<file path="config.mk">
export PLATFORM = sky130hd
export DESIGN_NAME = key_combo_long_press_detector_core
export DESIGN_NICKNAME = d
export VERILOG_FILES = /design/src/rtl/kclp_pkg.sv /design/src/rtl/kclp_slot_match.sv /design/src/rtl/kclp_hold_timer.sv /design/src/rtl/key_combo_long_press_detector_core.sv
export SDC_FILE = /design/constraint.sdc
export NUM_CORES = 1
export LEC_CHECK = 0
export BUFFER_PORTS_ARGS = -buffer_cell sky130_fd_sc_hd__clkbuf_2
export CAP_MARGIN = 0
export CORE_UTILIZATION = 40
export CTS_CLUSTER_DIAMETER = 40
export DETAILED_ROUTE_END_ITERATION = 8
export PLACE_DENSITY = 0.67
export SLEW_MARGIN = 5
export SYNTH_ARGS = -nofsm -noshare
export SYNTH_HDL_FRONTEND = slang
export SYNTH_HIERARCHICAL = 1
export SYNTH_SLANG_ARGS = --single-unit
</file>
<file path="constraint.sdc">
create_clock -name clk_i -period 3.3 [get_ports clk_i]
set_input_delay 0.33 -clock clk_i [delete_from_list [all_inputs] [get_ports clk_i]]
set_output_delay 0.33 -clock clk_i [all_outputs]
set_load 0.1 [all_outputs]
</file>
<file path="src/rtl/kclp_pkg.sv">
// ----------------------------------------------------------------------------
// Key combination long-press detector package
// Shared widths, register indexes, notice codes, opcodes and the timer command type.
// ----------------------------------------------------------------------------
package kclp_pkg;

  localparam int unsigned MaxKeysDefault     = 4;
  localparam int unsigned NumKeyCodesDefault = 768;

  localparam int unsigned KeyCodeW    = 10;
  localparam int unsigned KeyCountW   = 3;
  localparam int unsigned HoldW       = 16;
  localparam int unsigned NumCodeRegs = 4;
  localparam int unsigned CfgIdxW     = 3;
  localparam int unsigned CfgDataW    = 16;
  localparam int unsigned NoticeW     = 2;

  localparam logic [KeyCountW-1:0] KeyCountReset   = KeyCountW'(1);
  localparam logic [HoldW-1:0]     HoldTicksReset  = HoldW'(1000);

  typedef enum logic [CfgIdxW-1:0] {
    CFG_KEY_COUNT   = 3'd0,
    CFG_KEY_CODE_A  = 3'd1,
    CFG_KEY_CODE_B  = 3'd2,
    CFG_KEY_CODE_C  = 3'd3,
    CFG_KEY_CODE_D  = 3'd4,
    CFG_HOLD_TICKS  = 3'd5,
    CFG_HOLD_ENABLE = 3'd6
  } cfg_idx_e;

  typedef enum logic [NoticeW-1:0] {
    NOTICE_NONE      = 2'd0,
    NOTICE_MATCHED   = 2'd1,
    NOTICE_UNMATCHED = 2'd2,
    NOTICE_EXPIRED   = 2'd3
  } notice_e;

  typedef enum logic {
    OP_KEY  = 1'b0,
    OP_TICK = 1'b1
  } opcode_e;

  // One processed item as seen by the hold timer.
  typedef struct packed {
    logic valid;
    logic tick;
    logic matched;
  } timer_cmd_t;

endpackage

</file>
<file path="src/rtl/kclp_slot_match.sv">
// ----------------------------------------------------------------------------
// Slot matcher
// Holds one pressed flag per combination slot and tests the combination.
// ----------------------------------------------------------------------------
module kclp_slot_match import kclp_pkg::*; #(
  parameter int unsigned MAX_KEYS      = MaxKeysDefault,
  parameter int unsigned NUM_KEY_CODES = NumKeyCodesDefault
) (
  input  logic                 clk_i,
  input  logic                 rst_ni,
  input  logic                 key_evt_i,
  input  logic [KeyCodeW-1:0]  key_code_i,
  input  logic                 key_down_i,
  input  logic [KeyCodeW-1:0]  slot_code_i [NumCodeRegs],
  input  logic [KeyCountW-1:0] key_count_i,
  output logic                 matched_o
);

  logic [MAX_KEYS-1:0] pressed_q;
  logic [MAX_KEYS-1:0] pressed_d;
  logic [MAX_KEYS-1:0] slot_ok;
  logic                code_in_range;

  assign code_in_range = {1'b0, key_code_i} < (KeyCodeW+1)'(NUM_KEY_CODES);

  for (genvar i = 0; i < MAX_KEYS; i++) begin : g_slot
    logic [KeyCodeW-1:0] code;
    if (i < NumCodeRegs) begin : g_reg
      assign code = slot_code_i[i];
    end else begin : g_zero
      // Slots past the code registers listen to key code zero.
      assign code = '0;
    end

    assign pressed_d[i] = (key_evt_i && code_in_range && code == key_code_i) ?
                          key_down_i : pressed_q[i];
    // A slot at or past the key count does not take part in the match.
    assign slot_ok[i]   = pressed_d[i] || (int'(key_count_i) <= i);
  end

  assign matched_o = &slot_ok;

  always_ff @(posedge clk_i or negedge rst_ni) begin
    if (!rst_ni) begin
      pressed_q <= '0;
    end else begin
      pressed_q <= pressed_d;
    end
  end

endmodule

</file>
<file path="src/rtl/kclp_hold_timer.sv">
// ----------------------------------------------------------------------------
// Hold timer
// Loads on a match while enabled and stopped, cancels on a mismatch and counts ticks down to expiry.
// ----------------------------------------------------------------------------
module kclp_hold_timer import kclp_pkg::*; (
  input  logic             clk_i,
  input  logic             rst_ni,
  input  timer_cmd_t       cmd_i,
  input  logic [HoldW-1:0] hold_ticks_i,
  input  logic             hold_enable_i,
  output notice_e          notice_o,
  output logic             running_o
);

  logic [HoldW-1:0] left_q, left_d;
  logic             active_q, active_d;

  always_comb begin
    left_d   = left_q;
    active_d = active_q;
    notice_o = NOTICE_NONE;
    if (cmd_i.valid) begin
      if (cmd_i.tick) begin
        if (active_q) begin
          if (left_q < HoldW'(2)) begin
            left_d   = '0;
            active_d = 1'b0;
            notice_o = NOTICE_EXPIRED;
          end else begin
            left_d = left_q - HoldW'(1);
          end
        end
      end else if (cmd_i.matched) begin
        notice_o = NOTICE_MATCHED;
        // A running timer keeps counting; it is not reloaded.
        if (hold_enable_i && !active_q) begin
          left_d   = (hold_ticks_i == '0) ? HoldW'(1) : hold_ticks_i;
          active_d = 1'b1;
        end
      end else begin
        notice_o = NOTICE_UNMATCHED;
        left_d   = '0;
        active_d = 1'b0;
      end
    end
  end

  assign running_o = active_d;

  always_ff @(posedge clk_i or negedge rst_ni) begin
    if (!rst_ni) begin
      left_q   <= '0;
      active_q <= 1'b0;
    end else begin
      left_q   <= left_d;
      active_q <= active_d;
    end
  end

endmodule

</file>
<file path="src/rtl/key_combo_long_press_detector_core.sv">
// Flow: an accepted item waits in the input register and moves to the result
// register when that register is free or its result is being taken.
// Throughput: one item per cycle while the result does not stall; the slot
// compare and timer update are a single registered step between the registers.
// A stalled result holds the input register, which then stalls the input.
// Reset clears the pressed flags and the timer and loads register defaults.
// ----------------------------------------------------------------------------
// Key combination long-press detector
// Input register, slot matcher, hold timer and result register.
// ----------------------------------------------------------------------------
module key_combo_long_press_detector_core import kclp_pkg::*; #(
  parameter int unsigned MAX_KEYS      = MaxKeysDefault,
  parameter int unsigned NUM_KEY_CODES = NumKeyCodesDefault
) (
  input  logic                clk_i,
  input  logic                rst_ni,
  input  logic                cfg_we_i,
  input  logic [CfgIdxW-1:0]  cfg_idx_i,
  input  logic [CfgDataW-1:0] cfg_wdata_i,
  input  logic                in_valid_i,
  output logic                in_stall_o,
  input  logic                opcode_i,
  input  logic [KeyCodeW-1:0] key_code_i,
  input  logic                key_down_i,
  output logic                out_valid_o,
  input  logic                out_stall_i,
  output logic [NoticeW-1:0]  notice_o,
  output logic                timer_running_o
);

  // Configuration registers.
  logic [KeyCountW-1:0] key_count_q;
  logic [KeyCodeW-1:0]  key_code_q [NumCodeRegs];
  logic [HoldW-1:0]     hold_ticks_q;
  logic                 hold_enable_q;

  always_ff @(posedge clk_i or negedge rst_ni) begin
    if (!rst_ni) begin
      key_count_q   <= KeyCountReset;
      key_code_q    <= '{default: '0};
      hold_ticks_q  <= HoldTicksReset;
      hold_enable_q <= 1'b0;
    end else if (cfg_we_i) begin
      unique case (cfg_idx_i)
        CFG_KEY_COUNT:   key_count_q   <= cfg_wdata_i[KeyCountW-1:0];
        CFG_KEY_CODE_A:  key_code_q[0] <= cfg_wdata_i[KeyCodeW-1:0];
        CFG_KEY_CODE_B:  key_code_q[1] <= cfg_wdata_i[KeyCodeW-1:0];
        CFG_KEY_CODE_C:  key_code_q[2] <= cfg_wdata_i[KeyCodeW-1:0];
        CFG_KEY_CODE_D:  key_code_q[3] <= cfg_wdata_i[KeyCodeW-1:0];
        CFG_HOLD_TICKS:  hold_ticks_q  <= cfg_wdata_i;
        CFG_HOLD_ENABLE: hold_enable_q <= cfg_wdata_i[0];
        default: ;
      endcase
    end
  end

  // Input register.
  logic                in_valid_q, in_valid_d;
  logic                opcode_q;
  logic [KeyCodeW-1:0] key_code_in_q;
  logic                key_down_q;
  logic                in_accept;
  logic                fire;
  logic                out_free;

  assign out_free   = !out_valid_o || !out_stall_i;
  assign fire       = in_valid_q && out_free;
  assign in_stall_o = in_valid_q && !out_free;
  assign in_accept  = in_valid_i && !in_stall_o;
  assign in_valid_d = in_accept || (in_valid_q && !fire);

  always_ff @(posedge clk_i or negedge rst_ni) begin
    if (!rst_ni) begin
      in_valid_q <= 1'b0;
    end else begin
      in_valid_q <= in_valid_d;
    end
  end

  always_ff @(posedge clk_i) begin
    if (in_accept) begin
      opcode_q      <= opcode_i;
      key_code_in_q <= key_code_i;
      key_down_q    <= key_down_i;
    end
  end

  // Processing step.
  logic       key_evt;
  logic       matched;
  timer_cmd_t timer_cmd;
  notice_e    notice_d;
  logic       running_d;

  assign key_evt = fire && (opcode_q == OP_KEY);

  kclp_slot_match #(
    .MAX_KEYS      (MAX_KEYS),
    .NUM_KEY_CODES (NUM_KEY_CODES)
  ) u_slot_match (
    .clk_i       (clk_i),
    .rst_ni      (rst_ni),
    .key_evt_i   (key_evt),
    .key_code_i  (key_code_in_q),
    .key_down_i  (key_down_q),
    .slot_code_i (key_code_q),
    .key_count_i (key_count_q),
    .matched_o   (matched)
  );

  assign timer_cmd.valid   = fire;
  assign timer_cmd.tick    = (opcode_q == OP_TICK);
  assign timer_cmd.matched = matched;

  kclp_hold_timer u_hold_timer (
    .clk_i         (clk_i),
    .rst_ni        (rst_ni),
    .cmd_i         (timer_cmd),
    .hold_ticks_i  (hold_ticks_q),
    .hold_enable_i (hold_enable_q),
    .notice_o      (notice_d),
    .running_o     (running_d)
  );

  // Result register.
  logic               out_valid_q;
  logic [NoticeW-1:0] notice_q;
  logic               running_q;

  always_ff @(posedge clk_i or negedge rst_ni) begin
    if (!rst_ni) begin
      out_valid_q <= 1'b0;
    end else begin
      out_valid_q <= fire || (out_valid_q && out_stall_i);
    end
  end

  always_ff @(posedge clk_i) begin
    if (fire) begin
      notice_q  <= notice_d;
      running_q <= running_d;
    end
  end

  assign out_valid_o     = out_valid_q;
  assign notice_o        = notice_q;
  assign timer_running_o = running_q;

  // Expiry and mismatch both leave the timer stopped.
  assert property (@(posedge clk_i) disable iff (!rst_ni)
    out_valid_o && (notice_o == NOTICE_EXPIRED || notice_o == NOTICE_UNMATCHED)
    |-> !timer_running_o)
    else $error("timer reported running after expiry or mismatch");

  // A processed item always lands in the result register.
  assert property (@(posedge clk_i) disable iff (!rst_ni)
    fire |=> out_valid_o)
    else $error("processed item did not produce a result");

  // The input side only stalls when an item is waiting in the input register.
  assert property (@(posedge clk_i) disable iff (!rst_ni)
    in_stall_o |-> in_valid_q && out_valid_o && out_stall_i)
    else $error("input stalled without a blocked item");

endmodule

</file>
## After elaboration in Yosys (flattened, before gate mapping)

Cells that the tools add are included.

| storage, ports and cells | value |
|---|---|
| register bits | 98 |
| input port bits | 36 |
| output and inout bits | 5 |
| word-level logic and storage cells | 93 |

| cells by class | value |
|---|---|
| $add $sub $neg | 1 |
| magnitude comparators | 6 |
| equality and inequality tests | 12 |
| multiplexer cells | 20 |
| bitwise logic cells | 1 |
| reduce and logical (&&, ||, !) cells | 36 |

Operator list:

| kind | count |
|---|---|
| 2-to-1 mux 16 bit | 6 |
| equality test 10 bit | 4 |
| logical NOT 16 bit | 1 |
| < comparator 16 x 2 -> 1 bit, second input constant | 1 |
| subtractor 16 x 1 -> 16 bit, second input constant | 1 |
| AND reduction 2 bit | 7 |
| logical AND 1 bit | 12 |
| < comparator 10 bit, second input constant | 1 |
| 2-to-1 mux 1 bit | 10 |
| equality test 3 bit, second input constant | 3 |
| 2-to-1 mux 2 bit | 4 |
| logical OR 1 bit | 7 |
| equality test 3 x 2 -> 1 bit, second input constant | 2 |
| <= comparator 3 x 1 -> 1 bit, second input constant | 2 |
| <= comparator 3 x 2 -> 1 bit, second input constant | 2 |
| logical NOT 1 bit | 6 |
| AND reduction 4 bit | 1 |
| equality test 3 x 1 -> 1 bit, second input constant | 1 |
| logical NOT 3 bit | 1 |
| != test 3 x 2 -> 1 bit, second input constant | 1 |
| AND reduction 3 bit | 1 |
| != test 2 x 1 -> 1 bit, second input constant | 1 |
| NOT 1 bit | 1 |

## Longest topological paths before layout

Gate-level depths: netlist (run 1).

| depth | value |
|---|---|
| depth after elaboration | 12 |
| mapped depth | 12 |
| gate-level depth less buffers | 11 |

## Cells and area by module

The synthesis (run 1) kept the hierarchy.

Modules (own cells, without submodules):

| module | times used | cells an instance | area an instance (µm²) | sequential area each (µm²) |
|---|---|---|---|---|
| key_combo_long_press_detector_core | 1 | 158 | 2854.0 | 2010.7 |
| kclp_hold_timer | 1 | 151 | 1311.3 | 425.4 |
| kclp_slot_match | 1 | 91 | 785.8 | 100.1 |

## Worst setup path before layout (run 1)

Ideal clock, no wire load.

| timing | value |
|---|---|
| path kind | register to register |
| start | register out_valid_q, in the netlist out_valid_o |
| end | register u_hold_timer.left_q[13] |
| setup time | 0.137 ns |
| data arrival time | 3.670 ns |
| required time | 3.163 ns |
| setup slack | -0.507 ns |
| cell stages (with the launch flop) | 13 |
| path buffers | 1 |
| clock period less this slack | 3.807 ns |
| path through | dfrtp_1 -> a21boi_0 -> nor2b_1 -> nand3_1 -> nor4_1 -> and3b_1 -> nor4_2 -> a21o_1 -> nand2b_1 -> o211a_1 -> buf_2 -> mux2i_1 -> nand3_1 |

| between the ends | value |
|---|---|
| longest elaborated chain between the ends | 11 |
| elaborated cells on any way between the ends | 22 |
| those cells by class | 1 x eq/ne; 6 x mux; 15 x reduce/logical |

Ends and longest elaborated chain:

| item | line | text |
|---|---|---|
| from (decl) | key_combo_long_press_detector_core.sv:126 | `logic out_valid_q;` |
| from (signal assigned) | key_combo_long_press_detector_core.sv:134 | `out_valid_q <= fire \|\| (out_valid_q && out_stall_i);` |
| logical NOT 1 bit (*) | key_combo_long_press_detector_core.sv:66 | `assign out_free = !out_valid_o \|\| !out_stall_i;` |
| logical OR 1 bit (*) | key_combo_long_press_detector_core.sv:66 |  |
| logical AND 1 bit (*) | key_combo_long_press_detector_core.sv:67 | `assign fire = in_valid_q && out_free;` |
| named net fire | key_combo_long_press_detector_core.sv:63 | `logic fire;` |
| logical AND 1 bit (*) | key_combo_long_press_detector_core.sv:95 | `assign key_evt = fire && (opcode_q == OP_KEY);` |
| named net key_evt | key_combo_long_press_detector_core.sv:89 | `logic key_evt;` |
| logical AND 1 bit (*) | kclp_slot_match.sv:35 | `assign pressed_d[i] = (key_evt_i && code_in_range && code == key_code_i) ?` |
| logical AND 1 bit | kclp_slot_match.sv:35 |  |
| 2-to-1 mux 1 bit | kclp_slot_match.sv:35 |  |
| logical OR 1 bit | kclp_slot_match.sv:38 | `assign slot_ok[i] = pressed_d[i] \|\| (int'(key_count_i) <= i);` |
| AND reduction 4 bit (*) | kclp_slot_match.sv:41 | `assign matched_o = &slot_ok;` |
| named net matched | key_combo_long_press_detector_core.sv:90 | `logic matched;` |
| != test 3 x 2 -> 1 bit (no line) or 2-to-1 mux 16 bit (tied branches) | - |  |
| AND reduction 3 bit (no line) or 2-to-1 mux 16 bit (tied branches) | - |  |
| to (signal assigned) | kclp_hold_timer.sv:55 | `left_q <= left_d;` |
| to (decl) | kclp_hold_timer.sv:15 | `logic [HoldW-1:0] left_q, left_d;` |

The timed path passes the listed nets; every way through them passes the cells marked *.
A chain may end at the register's enable or synchronous reset.

## Worst setup path after layout (run 1)

| timing | value |
|---|---|
| start | register key_code_in_q[4] |
| end | register u_hold_timer.left_q[3] |

| between the ends | value |
|---|---|
| longest elaborated chain between the ends | 8 |
| elaborated cells on any way between the ends | 23 |
| those cells by class | 1 x order compare; 5 x eq/ne; 6 x mux; 11 x reduce/logical |

Ends and longest elaborated chain:

| item | line | text |
|---|---|---|
| from (decl) | key_combo_long_press_detector_core.sv:60 | `logic [KeyCodeW-1:0] key_code_in_q;` |
| from (signal assigned) | key_combo_long_press_detector_core.sv:83 | `key_code_in_q <= key_code_i;` |
| < comparator 10 bit | kclp_slot_match.sv:24 | `assign code_in_range = {1'b0, key_code_i} < (KeyCodeW+1)'(NUM_KEY_CODES);` |
| logical AND 1 bit (2 in a row) | kclp_slot_match.sv:35 |  |
| 2-to-1 mux 1 bit | kclp_slot_match.sv:35 |  |
| logical OR 1 bit | kclp_slot_match.sv:38 |  |
| AND reduction 4 bit (*) | kclp_slot_match.sv:41 |  |
| named net matched | key_combo_long_press_detector_core.sv:90 |  |
| != test 3 x 2 -> 1 bit (no line) or 2-to-1 mux 16 bit (tied branches) | - |  |
| AND reduction 3 bit (no line) or 2-to-1 mux 16 bit (tied branches) | - |  |

Marks and branches as above.

==> results of run 1 <==
placed cells by master, fill, tap and decap left out, types with 4 or more instances in the layout:
| cell type | n |
|---|---|
| a211oi_1 | 4 |
| a21oi_1 | 9 |
| and4bb_1 | 4 |
| buf_4 | 6 |
| clkbuf_16 | 9 |
| clkbuf_2 | 39 |
| dfrtp_1 | 75 |
| dfstp_2 | 7 |
| edfxtp_1 | 15 |
| inv_1 | 13 |
| mux2_1 | 20 |
| mux2_2 | 43 |
| nand2_1 | 16 |
| nand2b_1 | 4 |
| nand3_1 | 16 |
| nand4_1 | 13 |
| nor2_1 | 11 |
| nor3_1 | 4 |
| nor4_1 | 7 |
| nor4_2 | 4 |
| o211ai_1 | 7 |
| o21ai_0 | 9 |
| xnor2_1 | 37 |
timing repair:
item                                    in CTS  in global routing
hold buffers                                 0                  0
resized for setup                            0                  3
endpoints found under the setup margin       0                 13
endpoints found under the hold margin        0                  0
path summary, 6_finish.rpt:
path	slack, ns	startpoint	depth (start not counted)	endpoint
max reg2reg	0.24	key_code_in_q[4]$_DFFE_PP_	10	u_hold_timer/left_q[3]$_DFFE_PN0P_
max	0.24	key_code_in_q[4]$_DFFE_PP_	10	u_hold_timer/left_q[3]$_DFFE_PN0P_
max in group asynchronous	2.37	rst_ni	1	out_valid_o$_DFF_PN0_
min in group clk_i	0.15	key_code_i[2]	1	key_code_in_q[2]$_DFFE_PP_
min	0.14	rst_ni	1	u_hold_timer/left_q[11]$_DFFE_PN0P_
min reg2reg	0.51	in_valid_q$_DFF_PN0_	2	out_valid_o$_DFF_PN0_
routing by layer:
| metal | part of all wire (%) | routed length (µm) | global-route usage (%) | vias to the layer above |
|---|---|---|---|---|
| met1 | 44 | 4730 | 24.2 | 1676 |
| li1 | - | - | - | 1557 |
| met2 | 50 | 5410 | 30.8 | 86 |
| met5 | 0 | 0 | 0 | - |
| met4 | 2.1 | 231 | 7.89 | 0 |
| met3 | 4.0 | 432 | 3.00 | 18 |
layout make-up:
type                       count  area [µm²]
inverter                      13        48.8
clock buffer                   9         225
multi-input combinational    269        2260
sequential                    98        2540
clock inverter                 7         106
tap                          168         210
fill                        1092        6440
timing repair buffer          45         240
power breakdown:
part           total [mW]  internal [mW]  switching (mW)
sequential           1.77           1.50           0.272
combinational       0.915          0.419           0.496
clock                1.16          0.679           0.479
total                3.84           2.60            1.25
state kept, by name, indices dropped and copies added, names as in the netlist, 2 cells and up:
register,flops
key_code_q,40
hold_ticks_q,16
u_hold_timer/left_q,16
key_code_in_q,10
u_slot_match/pressed_q,4
key_count_q,3
notice_o,2
cell families after synthesis:
kind of cell,count (synthesis)
DFF,98
buffers and inverters,33
xor gates and xnor gates,37
adders and majority gates,1
and+or+nand+nor,107
AOI/OAI and AO/OA,58
muxes,66
synthesized netlist by cell type, types with 3 or more instances:
cell type and count:
nor2_1 11, nor4_2 4, edfxtp_1 15, o211ai_1 7, xnor2_1 37, o21ai_0 9
mux2_2 43, nand4b_1 3, inv_1 13, mux2_1 20, clkbuf_1 4, nand2_1 16
mux2i_1 3, nor4_1 7, dfrtp_1 76, and2_1 3, nor2b_1 5, nand2b_1 4
buf_2 9, nor3_1 4, a211oi_1 4, buf_6 4, and4bb_1 4, nand4_1 13
dfstp_2 7, a21oi_1 9, nand3_1 16
worst max-delay path, delay by kind of cell, from the launching register on:
family | cells | cell delay [ns]
flip-flops | 1 | 0.49
multiplexers | 1 | 0.36
AND/OR/NAND/NOR | 3 | 0.71
AO/OA/AOI/OAI | 5 | 1.10
XOR/XNOR | 1 | 0.29
==> flow_summary.json, run 1 <==
{
  "syn_nets": 437,
  "io_pins": 41,
  "place_congestion": 0.874,
  "finalNonFillerCells": 609,
  "finalHoldViolations": 0,
  "drt_iter0_markers": 245,
  "via_per_inst": 5.48,
  "worst_pin_slew_ns": 1.06,
  "crit_required_ns": 3.53,
  "p_leak_nw": 2.25,
  "yosysWarnings": 6,
  "synth_cells": 400,
  "cts_tree": "done",
  "period_needed_ns": 3.06,
  "syn_area_mm2": 0.00495,
  "finalCritPeriodShare_pct": 92.9,
  "yosys.area_share.adder_pct": 0.253,
  "insertion_delay_ns": 0.35,
  "clkTransAtPathRegs_ns": 0.07,
  "cts_sinks": 98,
  "stdcell_area_mm2": 0.00563,
  "grt_overflow": 0,
  "slew_headroom_pct": 29.4,
  "h-tree-depth": 3,
  "status": "finished clean",
  "whs_ns": 0.138,
  "synth_compound_area_share_pct": 9.02,
  "ir_worst_vdd_uv": 356,
  "seq_area_frac_synth_pct": 51.2,
  "drive_above_1_share_pct": 30.4,
  "fmax_ghz": 0.326,
  "area.growth.synth_to_final_pct": 13.6,
  "synth-edff-count": 15,
  "grt_pass1_wl_um": 18000,
  "postRouteAntennaNets": 0,
  "dp.cells": 593,
  "die_x_um": 113,
  "powerDensity_mw_per_mm2": 683,
  "postCtsSetupRepairBufs": 0,
  "post_synth.cell_area_avg_um2": 12.4,
  "coreArea_mm2": 0.0121,
  "cp_max_fo": 12,
  "cts_root_buffer": "clkbuf_16",
  "fin_total_pwr_mw": 3.84,
  "crit_type": "reg2reg",
  "min-delay-path-class": "in2async",
  "fin_skew_ns": 0.00938,
  "synth_ff_type": "dfrtp_1",
  "via_count": 3337,
  "max_stage_delay_ns": 0.49,
  "start_util_pct": 41.0,
  "setup_violations": 0,
  "fp-row-count": 40,
  "post-route-util_pct": 46.6,
  "ys_seq_elements": 98,
  "drcViolationCount": 0,
  "synth.top_cell.area_share_pct": 38.4,
  "fin_ws_ns": 0.235,
  "crit_chain": "xnor2_1 -> nand4_1 -> nor4_4 -> mux2i_1 -> a211oi_1 -> a21o_1 -> nand2b_1 -> o211a_2 -> o21ai_0 -> a22o_1",
  "synthDistinctLibCells": 66,
  "io_buffer_count": 40,
  "maxCapViolations": 0,
  "grt_max_degree": 84,
  "arrival_ns": 3.30,
  "end_kind": "flip-flop",
  "synthSimpleGateAreaFrac_pct": 14.5,
  "cts_buffers": 9,
  "detail_route.wirelength_um": 10800,
  "postPlaceCellArea_mm2": 0.00529,
  "drtPass1Iterations": 5,
  "synth_top_family_by_area": "multiplexers",
  "drv_slew": 0,
  "synth_top_cell_by_area": "dfrtp_1",
  "fp.dieH_um": 113,
  "post-place-ws_ns": 0.203,
  "gr-usage-all-layers_pct": 18.6,
  "fin_setup_tns_ns": 0,
  "cp-start-kind": "flip-flop",
  "rsz0062_at_grt": "false",
  "nets": 473,
  "synthXorXnorAreaFrac_pct": 6.55,
  "async_reset_ff_share_pct": 84.7,
  "clockBufferDepth": 2,
  "diodes": 0,
  "slowest_stage": "edfxtp_1",
  "dieArea_mm2": 0.0128,
  "synth_mux_area_share_pct": 14.9,
  "antenna_found_initial": 0,
  "grt_pass1_vias": 3359,
  "hpwl_um": 7900,
  "wl_per_cell_um": 17.7,
  "netlist_top_cells_area": "dfrtp_1 (38%), mux2_2 (9.8%), edfxtp_1 (9.1%)"
}
No activity file was read; power rests on OpenSTA's default activity.
==> inputs of run 2 (changes only) <==
REMOVE_ABC_BUFFERS = 1   (was unset)
==> flow_summary.json, run 2 (synthesized netlist as in run 1, its figures left out) <==
{
  "finalHoldViolations": 0,
  "final_cell_mix": "dfrtp_1 (76), mux2_2 (43), clkbuf_2 (39)",
  "maxCapViolations": 0,
  "slowest_stage": "edfxtp_1",
  "post-place-ws_ns": 0.0289,
  "dieArea_mm2": 0.0128,
  "setup_violations": 0,
  "top_layer": "met4",
  "fmax_ghz": 0.327,
  "diodes": 0,
  "powerDensity_mw_per_mm2": 656,
  "crit_type": "reg2reg",
  "ir_worst_vdd_uv": 407,
  "reg2regPathDepth": 10,
  "start_util_pct": 41.0,
  "holdBufCountCts": 0,
  "crit_chain": "and4bb_1 -> a21oi_1 -> nor4_4 -> mux2i_1 -> a211oi_1 -> a21o_1 -> nand2b_1 -> o211a_2 -> mux2i_1 -> o311ai_1",
  "end_kind": "flip-flop",
  "clkTransAtPathRegs_ns": 0.06,
  "timing.rr.start": "key_code_in_q[9]$_DFFE_PP_",
  "fp-row-count": 40,
  "finalCritPeriodShare_pct": 92.7,
  "top_regs": "key_code_q: 40 flops, hold_ticks_q: 16 flops, u_hold_timer/left_q: 16 flops",
  "wl_met2_um": 5460,
  "met1_length_um": 4730,
  "grt_pass1_vias": 3480,
  "top_register": "key_code_q",
  "p_leak_nw": 2.23,
  "cts_buffers": 9,
  "period_needed_ns": 3.06,
  "h-tree-depth": 3,
  "r2r-end": "u_hold_timer/left_q[12]$_DFFE_PN0P_",
  "area.growth.synth_to_final_pct": 13.0,
  "via_per_inst": 5.49,
  "postPlaceCellArea_mm2": 0.00530,
  "cp_max_fo": 12,
  "fillers": 1119,
  "antenna_found_initial": 0,
  "fin_skew_ns": 0.0107,
  "fin_ws_ns": 0.241,
  "layout_commonest_cell": "dfrtp_1",
  "grt_overflow": 0,
  "insertion_delay_ns": 0.36,
  "via_count": 3353,
  "finalNonFillerCells": 611,
  "detail_route.wirelength_um": 10800,
  "slew_headroom_pct": 30.0,
  "fp.dieH_um": 113,
  "largest_register_ffs": 40,
  "clockBufferDepth": 2,
  "gr-usage-all-layers_pct": 18.7,
  "fin_total_pwr_mw": 3.67,
  "worst_pin_slew_ns": 1.05,
  "cp-start-kind": "flip-flop",
  "arrival_ns": 3.28,
  "coreArea_mm2": 0.0121,
  "drcViolationCount": 0,
  "hpwl_um": 7830,
  "rsz0062_at_grt": "false",
  "io_pins": 41,
  "dp.cells": 595,
  "grt_max_degree": 84,
  "drive_above_1_share_pct": 29.8,
  "io_buffer_count": 40,
  "dr_wl_met3_um": 427,
  "die_x_um": 113,
  "drtPass1Iterations": 5,
  "cts_sinks": 98,
  "fin_setup_tns_ns": 0,
  "cts_tree": "done",
  "place_congestion": 0.884,
  "postCtsSetupRepairBufs": 0,
  "regToRegSetupSlack_ns": 0.24,
  "cts_root_buffer": "clkbuf_16",
  "max_stage_delay_ns": 0.54,
  "nets": 475,
  "drt_iter0_markers": 201,
  "stdcell_area_mm2": 0.00559,
  "crit_required_ns": 3.52,
  "postRouteAntennaNets": 0,
  "drv_slew": 0,
  "wl_per_cell_um": 17.7,
  "cp_common_cell": "mux2i_1",
  "grt_pass1_wl_um": 18100,
  "min-delay-path-class": "in2async",
  "status": "finished clean"
}
## run 2: stage by stage
stage | hold WS [ns] | utilization, %
5_1_grt | 0.134 | 46.4
3_3_place_gp | 0.454 | 43.9
3_5_place_dp | 0.493 | 43.9
2_1_floorplan | 0.0344 | -
6_report | 0.143 | 46.4
4_1_cts | 0.134 | 46.2
## run 2: repair_timing
| item | in CTS | in global routing |
|---|---|---|
| resized for setup | 0 | 5 |
| hold endpoints to repair | 0 | 0 |
| setup endpoints to repair | 0 | 16 |
## run 2: layer usage
layer | vias to the layer above | track usage (%)
met1 | 1685 | 23.1
met5 | - | 0
met3 | 17 | 4.02
met4 | 0 | 8.16
li1 | 1559 | -
met2 | 92 | 31.5
## run 2: worst max path at each step
stage                                from                                   to  slack (ns)  cells past startpoint
3_3_place_gp                  out_stall_i  u_hold_timer/left_q[12]$_DFFE_PN0P_        0.10                     12
2_1_floorplan       out_valid_o$_DFF_PN0_   u_hold_timer/left_q[0]$_DFFE_PN0P_       -0.63                     11
3_5_place_dp                  out_stall_i  u_hold_timer/left_q[12]$_DFFE_PN0P_        0.03                     12
4_1_cts             out_valid_o$_DFF_PN0_  u_hold_timer/left_q[12]$_DFFE_PN0P_        0.02                     11
5_1_grt             out_valid_o$_DFF_PN0_  u_hold_timer/left_q[14]$_DFFE_PN0P_        0.01                     12
6_report       key_code_in_q[9]$_DFFE_PP_  u_hold_timer/left_q[12]$_DFFE_PN0P_        0.24                     10
## run 2: area by class of cell
class	count	area (µm²)	share of cell area, %
multi-input combinational	269	2270	40.6
clock buffer	10	229	4.09
timing repair buffer	47	255	4.56
sequential	98	2540	45.3
tap	168	210	3.76
clock inverter	6	42.5	0.761
inverter	13	48.8	0.872
## run 2: report_power, final
group          switching (mW)  internal, mW
sequential              0.273          1.50
clock                   0.459         0.512
combinational           0.503         0.422
## run 2: critical path, delay by kind of cell, from the launching register on
| family | cells | cell delay, ns |
|---|---|---|
| AOI/OAI and AO/OA | 5 | 0.95 |
| and+or+nand+nor | 3 | 0.87 |
| muxes | 2 | 0.57 |
| DFF | 1 | 0.54 |
==> inputs of run 3 (changes only) <==
CORE_UTILIZATION = 50   (was 40)
PLACE_DENSITY = 0.75   (was 0.67)
==> flow_summary.json, run 3 (synthesized netlist as in run 1, its figures left out) <==
{
  "crit_buf_inv": 1,
  "wl_per_cell_um": 18.6,
  "via_count": 3404,
  "final_cell_mix": "dfrtp_1 (76), mux2_2 (43), clkbuf_2 (39)",
  "place_congestion": 0.895,
  "antenna_found_initial": 0,
  "crit_chain": "a21boi_0 -> nor2b_2 -> o211ai_1 -> nor3_1 -> o32ai_1 -> nor4_2 -> a21o_1 -> nand2b_1 -> o211ai_2 -> buf_4 -> a21oi_1 -> o211ai_1",
  "top_register": "key_code_q",
  "via_per_inst": 5.94,
  "cp-start-kind": "flip-flop",
  "cp_top_family": "compound AO/OA/AOI/OAI gates",
  "hpwl_um": 7800,
  "layout_commonest_cell": "dfrtp_1",
  "grt_pass1_vias": 3477,
  "grt_max_degree": 46,
  "nets": 476,
  "drcViolationCount": 0,
  "min-delay-path-class": "in2reg",
  "postCtsSetupRepairBufs": 0,
  "slew_headroom_pct": 52.3,
  "worst_pin_slew_ns": 0.714,
  "multi_input_area_mm2": 0.00226,
  "fillers": 785,
  "fmax_ghz": 0.326,
  "fin_skew_ns": 0.0146,
  "h-tree-depth": 3,
  "clkTransAtPathRegs_ns": 0.11,
  "postRouteAntennaNets": 0,
  "period_needed_ns": 3.07,
  "gr-usage-all-layers_pct": 22.5,
  "fp.dieH_um": 102,
  "post-route-util_pct": 58.0,
  "drtPass1Iterations": 6,
  "finalCritPeriodShare_pct": 93.0,
  "maxCapViolations": 0,
  "clockBufferDepth": 2,
  "dieArea_mm2": 0.0103,
  "diodes": 0,
  "die_x_um": 102,
  "cp_common_cell": "o211ai_1",
  "seqCellArea_mm2": 0.00254,
  "finalNonFillerCells": 573,
  "p_leak_nw": 2.20,
  "cp_max_fo": 11,
  "fin_setup_tns_ns": 0,
  "status": "finished clean",
  "crit_required_ns": 3.58,
  "dp.cells": 556,
  "grt_pass1_wl_um": 17500,
  "coreArea_mm2": 0.00942,
  "rsz0062_at_grt": "true",
  "drv_slew": 0,
  "fp-row-count": 35,
  "start_util_pct": 52.6,
  "top_regs": "key_code_q: 40 flops, hold_ticks_q: 16 flops, u_hold_timer/left_q: 16 flops",
  "io_buffer_count": 40,
  "area.growth.synth_to_final_pct": 10.4,
  "largest_register_ffs": 40,
  "cts_buffers": 9,
  "powerDensity_mw_per_mm2": 634,
  "drive_above_1_share_pct": 30.4,
  "detail_route.wirelength_um": 10600,
  "crit_type": "reg2reg",
  "max_stage_delay_ns": 0.42,
  "drt_iter0_markers": 159,
  "cts_root_buffer": "clkbuf_8",
  "finalHoldViolations": 0,
  "setup_violations": 0,
  "io_pins": 41,
  "insertion_delay_ns": 0.38,
  "slowest_stage": "dfrtp_1",
  "ir_worst_vdd_uv": 296,
  "cts_sinks": 98,
  "end_kind": "flip-flop",
  "arrival_ns": 3.35,
  "grt_overflow": 0,
  "cts_tree": "done"
}
[run 3: path summary, 6_finish.rpt]
kind | startpoint | end | slack (ns) | depth (start not counted)
max | out_valid_o$_DFF_PN0_ | u_hold_timer/left_q[7]$_DFFE_PN0P_ | 0.23 | 12
max reg2reg | out_valid_o$_DFF_PN0_ | u_hold_timer/left_q[7]$_DFFE_PN0P_ | 0.23 | 12
min | key_code_i[4] | key_code_in_q[4]$_DFFE_PP_ | 0.12 | 1
min in group asynchronous | rst_ni | u_hold_timer/left_q[12]$_DFFE_PN0P_ | 0.48 | 2
max in group asynchronous | rst_ni | key_count_q[0]$_DFFE_PN1P_ | 2.04 | 3
min reg2reg | in_valid_q$_DFF_PN0_ | out_valid_o$_DFF_PN0_ | 0.49 | 2
[run 3: through the flow]
stage / hold WS [ns] / cell area (µm²) / total power, mW / worst slack (ns)
finish: 0.118 / 5470 / 3.46 / 0.231
global route: 0.107 / 5470 / 3.64 / -0.0333
CTS: 0.102 / 5450 / 3.47 / 0.0345
detailed placement: 0.374 / 5250 / 2.70 / 0.0190
global placement: 0.368 / 5250 / 2.67 / 0.170
floorplan: 0.0344 / 4830 / 2.41 / -0.628
[run 3: timing repair]
| item | in CTS | in global routing |
|---|---|---|
| endpoints found under the setup margin | 1 | 16 |
| pin swaps | 0 | 1 |
| hold buffers | 1 | 0 |
| resized for setup | 1 | 3 |
| hold endpoints to repair | 37 | 0 |
[run 3: worst reg2reg max path: stages (launching register included)]
cell      delay, ns
dfrtp_1        0.42
a21boi_0       0.24
nor2b_2        0.27
o211ai_1       0.14
nor3_1         0.28
o32ai_1        0.17
nor4_2         0.26
a21o_1         0.20
nand2b_1       0.18
o211ai_2       0.31
buf_4          0.26
a21oi_1        0.06
o211ai_1       0.21
[run 3: routing by layer]
| metal | GRT usage, % | share of wire, % | vias to the layer above |
|---|---|---|---|
| li1 | - | - | 1558 |
| met1 | 28.6 | 43 | 1691 |
| met2 | 38.7 | 50 | 125 |
| met3 | 3.52 | 4.7 | 30 |
| met4 | 8.36 | 2.3 | 0 |
| met5 | 0 | 0 | - |
[run 3: where the power goes]
part / internal [mW] / total, mW / switching (mW)
logic: 0.420 / 0.929 / 0.509
clock network: 0.297 / 0.765 / 0.469
registers: 1.49 / 1.77 / 0.273
[run 3: final cells by class]
type                            instances  area share [%]
Sequential cell                        98            46.4
Multi-Input combinational cell        269            41.4
Timing Repair Buffer                   48            4.85
Tap cell                              129            2.95
Clock buffer                            9            2.27
Clock inverter                          7            1.26
Inverter                               13           0.893
